### config.mk
export PLATFORM = sky130hd
export DESIGN_NAME = sem_queue
export DESIGN_NICKNAME = d
export VERILOG_FILES = /design/src/sv/sem_pkg.sv /design/src/sv/sem_queue.sv
export SDC_FILE = /design/constraint.sdc
export NUM_CORES = 1
export LEC_CHECK = 0
export CAP_MARGIN = 20
export CORE_MARGIN = 4
export CORE_UTILIZATION = 56
export DETAILED_ROUTE_END_ITERATION = 6
export DONT_BUFFER_PORTS = 1
export GPL_TIMING_DRIVEN = 1
export HOLD_SLACK_MARGIN = 0.12
export PLACE_DENSITY = 0.85
export SLEW_MARGIN = 10
export SYNTH_ARGS = -nofsm -noshare
export SYNTH_HDL_FRONTEND = slang
export SYNTH_SLANG_ARGS = --single-unit
### constraint.sdc
create_clock -name clk -period 2.4 [get_ports clk]
set_input_delay 0.12 -clock clk [delete_from_list [all_inputs] [get_ports clk]]
set_output_delay 0.12 -clock clk [all_outputs]
set_load 0.01 [all_outputs]
### src/sv/sem_pkg.sv
// Package for the Sobel edge magnitude block: sizes, codes, payload types
// and the gradient helper. Used by every module of the block but sem_ram; depends on nothing.
package sem_pkg;

  // Image geometry limits.
  localparam int MAX_WIDTH  = 2048;
  localparam int MAX_HEIGHT = 4096;
  localparam int COL_W      = $clog2(MAX_WIDTH);
  localparam int WID_W      = 12;
  localparam int HGT_W      = 13;
  localparam int ROW_W      = 13;
  localparam int CFG_W      = 13;

  // Pixel and arithmetic widths.
  localparam int PIX_W  = 24;
  localparam int CH_W   = 8;
  localparam int GRAD_W = 11;
  localparam int ABS_W  = 10;
  localparam int SQ_W   = 20;
  localparam int SUM_W  = 21;

  // Depth of the queue between front and back.
  localparam int QUEUE_DEPTH = 4;
  localparam int QPTR_W      = $clog2(QUEUE_DEPTH);
  localparam int QCNT_W      = $clog2(QUEUE_DEPTH + 1);

  // Register indexes and operation codes.
  localparam logic REG_WIDTH  = 1'b0;
  localparam logic REG_HEIGHT = 1'b1;
  localparam logic OP_PIXEL   = 1'b0;
  localparam logic OP_FLUSH   = 1'b1;

  typedef logic [PIX_W-1:0] pix_t;
  typedef logic signed [GRAD_W-1:0] grad_t;

  typedef struct packed {
    grad_t gx;
    grad_t gy;
  } grad_pair_t;

  typedef struct packed {
    grad_pair_t red;
    grad_pair_t green;
    grad_pair_t blue;
    logic       last;
  } work_t;

  typedef struct packed {
    logic full;
    logic empty;
  } q_status_t;

  // Sobel Gx and Gy of one 8-bit channel; pab is row a (top first), column b.
  function automatic grad_pair_t sobel_grad(
    input logic [CH_W-1:0] p00, input logic [CH_W-1:0] p01, input logic [CH_W-1:0] p02,
    input logic [CH_W-1:0] p10, input logic [CH_W-1:0] p12,
    input logic [CH_W-1:0] p20, input logic [CH_W-1:0] p21, input logic [CH_W-1:0] p22);
    logic [ABS_W-1:0] xpos;
    logic [ABS_W-1:0] xneg;
    logic [ABS_W-1:0] ypos;
    logic [ABS_W-1:0] yneg;
    grad_pair_t       res;
    xpos = {2'b00, p02} + {1'b0, p12, 1'b0} + {2'b00, p22};
    xneg = {2'b00, p00} + {1'b0, p10, 1'b0} + {2'b00, p20};
    ypos = {2'b00, p20} + {1'b0, p21, 1'b0} + {2'b00, p22};
    yneg = {2'b00, p00} + {1'b0, p01, 1'b0} + {2'b00, p02};
    res.gx = grad_t'({1'b0, xpos}) - grad_t'({1'b0, xneg});
    res.gy = grad_t'({1'b0, ypos}) - grad_t'({1'b0, yneg});
    return res;
  endfunction

endpackage

### src/sv/sem_queue.sv
// Small register queue carrying gradient sums from the front to the back end.
// Depends on sem_pkg.
module sem_queue (
  input  logic               clk,
  input  logic               rst_n,
  input  logic               push,
  input  sem_pkg::work_t     push_item,
  input  logic               pop,
  output sem_pkg::work_t     pop_item,
  output sem_pkg::q_status_t status
);

  sem_pkg::work_t              mem_r [sem_pkg::QUEUE_DEPTH];
  logic [sem_pkg::QPTR_W-1:0]  wr_ptr_r, wr_ptr_nxt;
  logic [sem_pkg::QPTR_W-1:0]  rd_ptr_r, rd_ptr_nxt;
  logic [sem_pkg::QCNT_W-1:0]  count_r, count_nxt;

  assign status.full  = (count_r == sem_pkg::QCNT_W'(sem_pkg::QUEUE_DEPTH));
  assign status.empty = (count_r == '0);
  assign pop_item     = mem_r[rd_ptr_r];

  // Pointer and fill count update.
  always_comb begin
    wr_ptr_nxt = push ? wr_ptr_r + sem_pkg::QPTR_W'(1) : wr_ptr_r;
    rd_ptr_nxt = pop  ? rd_ptr_r + sem_pkg::QPTR_W'(1) : rd_ptr_r;
    count_nxt  = count_r;
    if (push && !pop) begin
      count_nxt = count_r + sem_pkg::QCNT_W'(1);
    end else if (pop && !push) begin
      count_nxt = count_r - sem_pkg::QCNT_W'(1);
    end
  end

  always_ff @(posedge clk) begin
    if (!rst_n) begin
      wr_ptr_r <= '0;
      rd_ptr_r <= '0;
      count_r  <= '0;
    end else begin
      wr_ptr_r <= wr_ptr_nxt;
      rd_ptr_r <= rd_ptr_nxt;
      count_r  <= count_nxt;
    end
    if (push) begin
      mem_r[wr_ptr_r] <= push_item;
    end
  end

endmodule

==> flow_summary.ini <==
[status]
status = finished clean

[final_layout]
layout.nets = 570
final_layout_size_suffix_gt1_share_pct = 24.76
final_common_cell = edfxtp_1
multi_input_area_um2 = 1769
final_cell_mix = edfxtp_1 (268), dlygate4sd3_1 (71), mux4_2 (67)
fillers = 1066
area_growth_pct = 18.68
fin_util_pct = 68.67
num_antenna_cells = 0
instances_no_fill = 738
seqCellArea_um2 = 8235

[drt]
routedWlPerCell_um = 24.32
routed_via_density = 5.900
ant_nets = 0
drtIter0Drc = 227
drcViolationCount = 0
routed_wl_um = 17950
vias = 4354
dr.pass1.iters = 4

[sta]
final.min_clock_period_ns = 2.130
fin_crit_sh_pct = 88.75
clock.fmax_ghz = 0.4695
rsz0062_at_grt = false
worst_pin_slew_ns = 0.5020
clock_skew_ns = 0.008955
hold_viol = 0
fin_setup_tns_ns = 0
worst_slack_ns = 0.2699
drv_slew = 0
maxSlewHeadroom_pct = 66.53
setup_viol_count_final = 0

[die]
coreArea_um2 = 17540
fp-row-count = 48
die_width_um = 142.6
die_h_um = 142.6
start_util_pct = 57.86
io_pins = 140
die_area_um2 = 20340

[min_path]
hold_class = input pin to register

[run]
drv.max_cap_violation_count = 0

[yosys]
ys_warn_count = 0
synthArstFlopShare_pct = 0
synth.net_count = 470
ys_seq_area_share_pct = 81.09
ys_types = 22
synthFlopType = edfxtp_1
synthCells = 393
synth_edf_count = 268
synth-seq-cells = 277
synth_area_per_cell_um2 = 25.82
netlist_area_um2 = 10150

[clock_network]
htreeDepth = 1
clock_path_buffers = 3
clk_transition_reported_paths_ns = 0.06
cts_made_buffers = 27
clock-sinks = 277
clkLatencyLatePin_ns = 0.51
cts_root_buf = clkbuf_16
cts-resized-gates = 0
cts_tree = yes

[global_routing]
first_global_vias = 4707
grt_max_degree = 54
antenna_found_initial = 1
grt_pass1_wl_um = 28000
grt-ovfl-total = 0
grt_use_total_pct = 18.03

[setup_path]
end_kind = primary output
worstPathArrival_ns = 2.01
cp.required_ns = 2.28
start_kind = register
crit_slowest_cell = mux4_2
worstPathMaxFanout = 26
crit_chain = buf_12 > mux4_2
cpPeakStageDelay_ns = 0.60
critPathKind = register to primary output

[placed_design]
pre_cts_ws_ns = 0.6961
io_buffers = 0
gp_congestion = 0.7140
dp_hpwl_um = 10820
placed_cells = 618

[power]
powerDensity_nw_per_um2 = 869.1
ir_drop_v = 0.0007695
p_leak_nw = 3.852
total_power_mw = 10.47
registers in the layout, indices dropped and copies added (netlist names), named ones only:
| register | cells |
|---|---|
| rd_ptr_r | 2 |
| mem_r | 268 |
| wr_ptr_r | 2 |
| count_r | 3 |
layout make-up:
cell class                      count  share of cell area [%]
Sequential cell                   277                   68.38
Clock buffer                       34                   5.995
Tap cell                          225                   2.338
Timing Repair Buffer               86                   7.564
Clock inverter                     15                  0.9039
Inverter                            4                  0.1247
Multi-Input combinational cell     97                   14.69
through the flow:
| step | hold slack [ns] | area, µm² |
|---|---|---|
| after global routing | 0.2978 | 12040 |
| after floorplan | 0.2189 | 10150 |
| after CTS | 0.2811 | 12040 |
| after detailed placement | 0.2190 | 10500 |
| final | 0.3129 | 12040 |
| after global placement | 0.2190 | 10500 |
logic make-up after synthesis:
kind of cell             after synthesis  share of synthesized area, %
AND/OR/NAND/NOR                       15                        0.9000
buffers and inverters                 19                         1.578
XOR/XNOR                               5                        0.4316
adder cells (fa/ha/maj)                6                        0.8138
multiplexers                          69                         15.07
flip-flops                           277                         81.09
AO/OA/AOI/OAI                          2                        0.1233
metal layers:
layer	GRT usage (%)	part of all wire, %
met5	0	0.072
met4	4.202	2.1
met3	5.358	7.9
met2	30.42	51
met1	23.59	39
path summary, 6_finish.rpt:
path	startpoint	cells past startpoint	slack, ns	to
setup / recovery	register	2	0.27	pop_item[15]
hold / removal	push_item[19]	1	0.31	mem_r[0][19]$_DFFE_PP_
setup reg to reg	wr_ptr_r[0]$_SDFFE_PN0P_	4	0.72	mem_r[0][38]$_DFFE_PP_
hold reg to reg	count_r[2]$_SDFFE_PN0P_	2	0.54	count_r[2]$_SDFFE_PN0P_
critical path, delay by kind of cell, from the launching register on:
family                 cells  cell delay [ns]
flip-flops                 1             0.58
multiplexers               1             0.60
buffers and inverters      1             0.28
repair_timing:
action	in CTS	in global routing
setup endpoints to repair	0	0
hold buffers	71	0
setup buffers	0	0
endpoints found under the hold margin	367	0
synth_stat cells, types with 2 or more instances:
cell type,instances,area (µm²)
xnor2_1,2,17.52
dfxtp_1,9,180.2
ha_1,5,62.56
mux4_2,67,1509
inv_1,4,15.01
and2_1,9,56.30
mux2i_1,2,20.02
edfxtp_1,268,8048
buf_1,3,11.26
nor2b_1,2,12.51
xor2_1,3,26.28
buf_12,4,80.08
buf_4,3,22.52
buf_2,4,20.02
power by group:
part	internal (mW)	total [mW]	switching, mW	leakage, nW
combinational	0.422	0.918	0.495	0.901
sequential	5.55	5.64	0.0882	2.54
clock	2.24	3.91	1.67	0.413
total	8.21	10.5	2.25	3.85
Power figures use the tool's default switching activity.
