<file path="config.mk">
export PLATFORM = sky130hd
export DESIGN_NAME = sem_back
export DESIGN_NICKNAME = d
export VERILOG_FILES = /design/src/sv/sem_pkg.sv /design/src/sv/sem_back.sv
export SDC_FILE = /design/constraint.sdc
export NUM_CORES = 2
export LEC_CHECK = 0
export ABC_AREA = 0
export BUFFER_PORTS_ARGS = -buffer_cell sky130_fd_sc_hd__buf_2
export CAP_MARGIN = 20
export CORE_MARGIN = 10
export CORE_UTILIZATION = 59
export DETAILED_ROUTE_END_ITERATION = 7
export GPL_ROUTABILITY_DRIVEN = 0
export GPL_TIMING_DRIVEN = 0
export PLACE_DENSITY = 0.76
export SLEW_MARGIN = 40
export SYNTH_ARGS = -nofsm -noshare
export SYNTH_HDL_FRONTEND = slang
export SYNTH_SLANG_ARGS = --single-unit
export TNS_END_PERCENT = 1
</file>
<file path="constraint.sdc">
create_clock -name clk -period 7.7 [get_ports clk]
set_input_delay 0.77 -clock clk [delete_from_list [all_inputs] [get_ports clk]]
set_output_delay 0.77 -clock clk [all_outputs]
set_load 0.005 [all_outputs]
</file>
<file path="src/sv/sem_pkg.sv">
// Package for the Sobel edge magnitude block: sizes, codes, payload types
// and the gradient helper. Used by every module of the block but sem_ram; depends on nothing.
package sem_pkg;

  // Image geometry limits.
  localparam int MAX_WIDTH  = 2048;
  localparam int MAX_HEIGHT = 4096;
  localparam int COL_W      = $clog2(MAX_WIDTH);
  localparam int WID_W      = 12;
  localparam int HGT_W      = 13;
  localparam int ROW_W      = 13;
  localparam int CFG_W      = 13;

  // Pixel and arithmetic widths.
  localparam int PIX_W  = 24;
  localparam int CH_W   = 8;
  localparam int GRAD_W = 11;
  localparam int ABS_W  = 10;
  localparam int SQ_W   = 20;
  localparam int SUM_W  = 21;

  // Depth of the queue between front and back.
  localparam int QUEUE_DEPTH = 4;
  localparam int QPTR_W      = $clog2(QUEUE_DEPTH);
  localparam int QCNT_W      = $clog2(QUEUE_DEPTH + 1);

  // Register indexes and operation codes.
  localparam logic REG_WIDTH  = 1'b0;
  localparam logic REG_HEIGHT = 1'b1;
  localparam logic OP_PIXEL   = 1'b0;
  localparam logic OP_FLUSH   = 1'b1;

  typedef logic [PIX_W-1:0] pix_t;
  typedef logic signed [GRAD_W-1:0] grad_t;

  typedef struct packed {
    grad_t gx;
    grad_t gy;
  } grad_pair_t;

  typedef struct packed {
    grad_pair_t red;
    grad_pair_t green;
    grad_pair_t blue;
    logic       last;
  } work_t;

  typedef struct packed {
    logic full;
    logic empty;
  } q_status_t;

  // Sobel Gx and Gy of one 8-bit channel; pab is row a (top first), column b.
  function automatic grad_pair_t sobel_grad(
    input logic [CH_W-1:0] p00, input logic [CH_W-1:0] p01, input logic [CH_W-1:0] p02,
    input logic [CH_W-1:0] p10, input logic [CH_W-1:0] p12,
    input logic [CH_W-1:0] p20, input logic [CH_W-1:0] p21, input logic [CH_W-1:0] p22);
    logic [ABS_W-1:0] xpos;
    logic [ABS_W-1:0] xneg;
    logic [ABS_W-1:0] ypos;
    logic [ABS_W-1:0] yneg;
    grad_pair_t       res;
    xpos = {2'b00, p02} + {1'b0, p12, 1'b0} + {2'b00, p22};
    xneg = {2'b00, p00} + {1'b0, p10, 1'b0} + {2'b00, p20};
    ypos = {2'b00, p20} + {1'b0, p21, 1'b0} + {2'b00, p22};
    yneg = {2'b00, p00} + {1'b0, p01, 1'b0} + {2'b00, p02};
    res.gx = grad_t'({1'b0, xpos}) - grad_t'({1'b0, xneg});
    res.gy = grad_t'({1'b0, ypos}) - grad_t'({1'b0, yneg});
    return res;
  endfunction

endpackage

</file>
<file path="src/sv/sem_back.sv">
// Back end of the Sobel block: squares the gradients, takes a bit-serial
// rounded square root per channel and holds the output beat. Depends on sem_pkg.
module sem_back (
  input  logic               clk,
  input  logic               rst_n,
  input  sem_pkg::q_status_t q_status,
  input  sem_pkg::work_t     pop_item,
  output logic               pop,
  output logic               out_valid,
  input  logic               out_stall,
  output logic [7:0]         out_red_edge,
  output logic [7:0]         out_green_edge,
  output logic [7:0]         out_blue_edge,
  output logic               out_frame_last
);

  localparam logic [1:0] ST_IDLE = 2'd0;
  localparam logic [1:0] ST_SQ   = 2'd1;
  localparam logic [1:0] ST_ITER = 2'd2;
  localparam logic [1:0] ST_DONE = 2'd3;

  logic [1:0]                  state_r, state_nxt;
  sem_pkg::work_t              item_r;
  logic [sem_pkg::SUM_W-1:0]   sum_r [3];
  logic [7:0]                  root_r [3];
  logic [2:0]                  step_r, step_nxt;
  logic                        out_valid_r, out_valid_nxt;
  logic [7:0]                  red_r, green_r, blue_r;
  logic                        last_r;

  sem_pkg::grad_pair_t         pair [3];
  logic [sem_pkg::SUM_W-1:0]   sum_nxt [3];
  logic [7:0]                  root_nxt [3];
  logic [7:0]                  bit_mask;
  logic                        load_out;

  assign pair[0] = item_r.red;
  assign pair[1] = item_r.green;
  assign pair[2] = item_r.blue;
  assign bit_mask = 8'h80 >> step_r;

  assign pop      = (state_r == ST_IDLE) && !q_status.empty;
  assign load_out = (state_r == ST_DONE) && (!out_valid_r || !out_stall);

  // Squared magnitude per channel, and one root bit per cycle:
  // root >= t exactly when sum >= t*t - t + 1.
  always_comb begin
    logic [sem_pkg::ABS_W-1:0] ax;
    logic [sem_pkg::ABS_W-1:0] ay;
    logic [7:0]                trial;
    logic [16:0]               bound;
    for (int ch = 0; ch < 3; ch++) begin
      ax = pair[ch].gx[sem_pkg::GRAD_W-1] ? sem_pkg::ABS_W'(-pair[ch].gx)
                                          : sem_pkg::ABS_W'(pair[ch].gx);
      ay = pair[ch].gy[sem_pkg::GRAD_W-1] ? sem_pkg::ABS_W'(-pair[ch].gy)
                                          : sem_pkg::ABS_W'(pair[ch].gy);
      sum_nxt[ch] = {1'b0, sem_pkg::SQ_W'(ax) * sem_pkg::SQ_W'(ax)}
                    + {1'b0, sem_pkg::SQ_W'(ay) * sem_pkg::SQ_W'(ay)};
      trial = root_r[ch] | bit_mask;
      bound = {1'b0, 16'(trial) * 16'(trial - 8'd1)} + 17'd1;
      root_nxt[ch] = (sem_pkg::SUM_W'(bound) <= sum_r[ch]) ? trial : root_r[ch];
    end
  end

  // Sequencing of one item through square, root and output.
  always_comb begin
    state_nxt     = state_r;
    step_nxt      = step_r;
    out_valid_nxt = out_valid_r && out_stall;
    case (state_r)
      ST_IDLE: begin
        if (pop) begin
          state_nxt = ST_SQ;
        end
      end
      ST_SQ: begin
        state_nxt = ST_ITER;
        step_nxt  = '0;
      end
      ST_ITER: begin
        step_nxt = step_r + 3'd1;
        if (step_r == 3'd7) begin
          state_nxt = ST_DONE;
        end
      end
      ST_DONE: begin
        if (load_out) begin
          state_nxt     = ST_IDLE;
          out_valid_nxt = 1'b1;
        end
      end
      default: begin
        state_nxt = ST_IDLE;
      end
    endcase
  end

  always_ff @(posedge clk) begin
    if (!rst_n) begin
      state_r     <= ST_IDLE;
      step_r      <= '0;
      out_valid_r <= 1'b0;
    end else begin
      state_r     <= state_nxt;
      step_r      <= step_nxt;
      out_valid_r <= out_valid_nxt;
    end
    if (pop) begin
      item_r <= pop_item;
    end
    for (int ch = 0; ch < 3; ch++) begin
      if (state_r == ST_SQ) begin
        sum_r[ch]  <= sum_nxt[ch];
        root_r[ch] <= '0;
      end else if (state_r == ST_ITER) begin
        root_r[ch] <= root_nxt[ch];
      end
    end
    if (load_out) begin
      red_r   <= root_r[0];
      green_r <= root_r[1];
      blue_r  <= root_r[2];
      last_r  <= item_r.last;
    end
  end

  assign out_valid      = out_valid_r;
  assign out_red_edge   = red_r;
  assign out_green_edge = green_r;
  assign out_blue_edge  = blue_r;
  assign out_frame_last = last_r;

  // The output register is only reloaded when it is free or being taken.
  a_no_overwrite: assert property (@(posedge clk) disable iff (!rst_n)
    (out_valid_r && out_stall) |-> !load_out)
    else $error("output beat overwritten while stalled");

  // The root runs exactly eight steps before the output stage.
  a_iter_exit: assert property (@(posedge clk) disable iff (!rst_n)
    (state_r == ST_ITER && step_r == 3'd7) |=> (state_r == ST_DONE))
    else $error("root iteration did not end after eight steps");

  // Nothing is taken from the queue while an item is in work.
  a_pop_idle: assert property (@(posedge clk) disable iff (!rst_n)
    pop |-> (state_r == ST_IDLE && !q_status.empty))
    else $error("queue popped outside idle or when empty");

endmodule

</file>
==> flow_summary.yaml <==
flow_run:
  cap_viol_max_count: 0
synthesis:
  synthFlopType: "edfxtp_1"
  synth_cell_types: 65
  yosys.area.top_type: "fa_1"
  syn_area_mm2: 0.03171
  synth-xor-area-share_pct: 4.845
  synth.area.mux_share_pct: 0.1696
  synth_simple_gate_area_share_pct: 10.72
  async_flop_share_pct: 0
  syn_inst: 3209
  synth_top_area_share_pct: 32.51
  synthAdderAreaFrac_pct: 51.09
  synthTopCellsByArea: "fa_1, ha_1, edfxtp_1"
  ys_seq_area_share_pct: 17.33
  synth_area_per_cell_um2: 9.883
  synth-edff-count: 179
  yosysWarnings: 0
  synth_compound_area_share_pct: 5.914
  syn-num-nets: 4267
  synth_top_family_by_area: "adder cells"
  ys_ff_latch: 185
critical_path:
  cp-startpoint: "step_r[0]"
  worstSetupEndpoint: "root_r[2][3]"
  critPathSlowestCell: "fa_1"
  reg2regPathDepth: 31
  rrSetupSlack_ns: -0.14
  path_depth: 31
  required_ns: 7.92
  reg2reg_from: "step_r[0]"
  cp-end-kind: "flop"
  crit_buf_inv: 7
  cp_top_family: "adder cells"
  cp_data_arrival_time_ns: 8.06
  slowest_delay_ns: 0.50
  rr_endpoint: "root_r[2][3]"
  crit_type: "reg -> reg"
  cp_max_fo: 8
  crit_top_cell: "fa_1"
  critPathLaunchType: "flop"
layout:
  drive_gt1_share_pct: 13.12
  fillCellCount: 3952
  antenna_cells: 0
  layout_commonest_cell: "inv_1"
  final_cell_mix: "inv_1, fa_1, ha_1"
  area_growth_pct: 12.21
  nNetsFinal: 4460
timing:
  hold_ws_ns: 0.4332
  period_minus_slack_ns: 7.839
  min_period_over_period_pct: 101.8
  hold_viol_final: 0
  setup_violations: 24
  clock.fmax_ghz: 0.1276
  fin_ws_ns: -0.1385
  rsz0062_at_grt: "true"
  skew_ns: 0.01810
  drv_slew: 0
  tightest_slew_ns: 0.8960
  slew_headroom_pct: 40.27
grt:
  antenna_found_initial: 0
  grt_usage_pct: 22.54
  grt_pass1_vias: 24990
  grt-ovfl-total: 0
  grt_first_pass_wirelength_um: 116600
  grt_max_degree: 43
routing:
  dr.pass1.iters: 5
  remaining_drc_errors: 0
  routedWlPerCell_um: 16.59
  wirelength_um: 68050
  drt_iter0_drc: 1282
  ant_nets: 0
  num_vias: 22460
  vias_per_cell: 5.475
clocking:
  numCtsBuffers: 17
  cts_max_level: 4
  cts_tree: "done"
  cts_root_buf: "clkbuf_16"
  clk_latency_ns: 0.51
  clock_sinks: 185
  clockBufferDepth: 2
  path_clk_slew_ns: 0.08
floorplan:
  ioPinCount: 99
  start_util_pct: 59.99
  die_x_um: 251.8
  rows: 84
  die_y_um: 251.8
  core-area_mm2: 0.05287
  die_area_mm2: 0.06343
place:
  port-buffer-count: 97
  dp.final_hpwl_um: 56090
outcome:
  failed_checks: "setup timing"
  run_status: "finished with violations"
worst_hold_path:
  hp-class: "in -> reg"
registers in the layout, indices dropped and copies added, names as in the netlist:
signal	count
root_r	24
out_frame_last	1
out_blue_edge	8
out_valid	1
item_r	67
step_r	3
sum_r	63
out_red_edge	8
out_green_edge	8
state_r	2
layout make-up:
type                    count  area [um^2]  area share (%)
clock buffers              19        475.5           1.336
multi-input cells        2191        24150           67.87
well taps                 688        860.8           2.419
inverters                 799         3029           8.512
clock inverters            13        146.4          0.4114
repair buffers            177         1210           3.400
plain buffers              31        206.4          0.5801
flip-flops and latches    185         5507           15.47
metal layers:
metal	part of all wire [%]	global-route usage [%]	vias up	routed length [um]
met3	5.4	3.516	160	3682
met4	3.2	8.620	0	2164
li1	-	-	10400	-
met2	52	40.03	693	35130
met5	0	0	-	0
met1	40	27.21	11210	27080
cell families (layout without fill, tap and decap cells):
family	count (synthesis)	in the layout
fa+ha+maj	986	986
buf+inv	833	1039
simple gates	740	740
compound gates	288	288
flops	185	185
xor+xnor	172	172
mux	5	5
worst reg2reg max path, delay by kind of cell, from the launching register on:
| kind | cells | cell delay, ns |
|---|---|---|
| AOI/OAI and AO/OA | 6 | 1.12 |
| xor gates and xnor gates | 1 | 0.09 |
| adders and majority gates | 9 | 3.41 |
| buffers and inverters | 7 | 0.64 |
| DFF | 1 | 0.40 |
| and+or+nand+nor | 8 | 1.88 |
how the worst min path moves through the flow:
stage / start / endpoint / slack, ns / depth (start not counted)
4_1_cts: pop_item[3] / item_r[3] / 0.39 / 1
3_3_place_gp: item_r[0] / out_frame_last / 0.42 / 0
3_5_place_dp: item_r[0] / out_frame_last / 0.41 / 0
6_report: pop_item[9] / item_r[9] / 0.43 / 1
2_1_floorplan: item_r[0] / out_frame_last / 0.40 / 0
5_1_grt: pop_item[8] / item_r[8] / 0.42 / 1
stage by stage:
| stage | utilization [%] | setup slack [ns] | cell area [um^2] | setup TNS [ns] | instances |
|---|---|---|---|---|---|
| finish | 67.31 | -0.1385 | 35590 | -1.632 | 4103 |
| global route | 67.31 | -0.4398 | 35590 | -10.43 | 4103 |
| CTS | 66.57 | -0.06719 | 35190 | -0.5961 | 4097 |
| detailed placement | 63.40 | -1.088 | 33510 | -39.01 | 3999 |
| global placement | 63.14 | -0.9652 | 33380 | -29.72 | 3994 |
| floorplan | - | -0.02795 | 32030 | -0.3192 | 3209 |
cells in the mapped netlist, types with 9 or more instances:
library cell,instances
nor2_1,322
or3_1,20
a21oi_1,81
nand3_1,18
nor2b_1,42
o21ai_0,51
fa_1,515
xnor2_1,108
or2_2,38
ha_1,471
o21a_1,18
edfxtp_1,179
a211oi_1,11
nor3_1,33
nand2_1,177
xor2_1,60
and2_1,12
a31oi_1,9
o31ai_1,16
o21bai_1,16
nand2b_1,31
a21o_1,43
clkbuf_1,29
inv_1,790
repair_timing:
item,4_1_cts,5_1_grt
hold endpoints to repair,0,0
hold buffers,0,0
pin swaps,81,54
setup endpoints to repair,55,52
buffers inserted,69,6
gates resized for setup,118,68
Power is not shown: default switching activity piles up to over one toggle a cycle in this logic, so the estimate is an artifact.
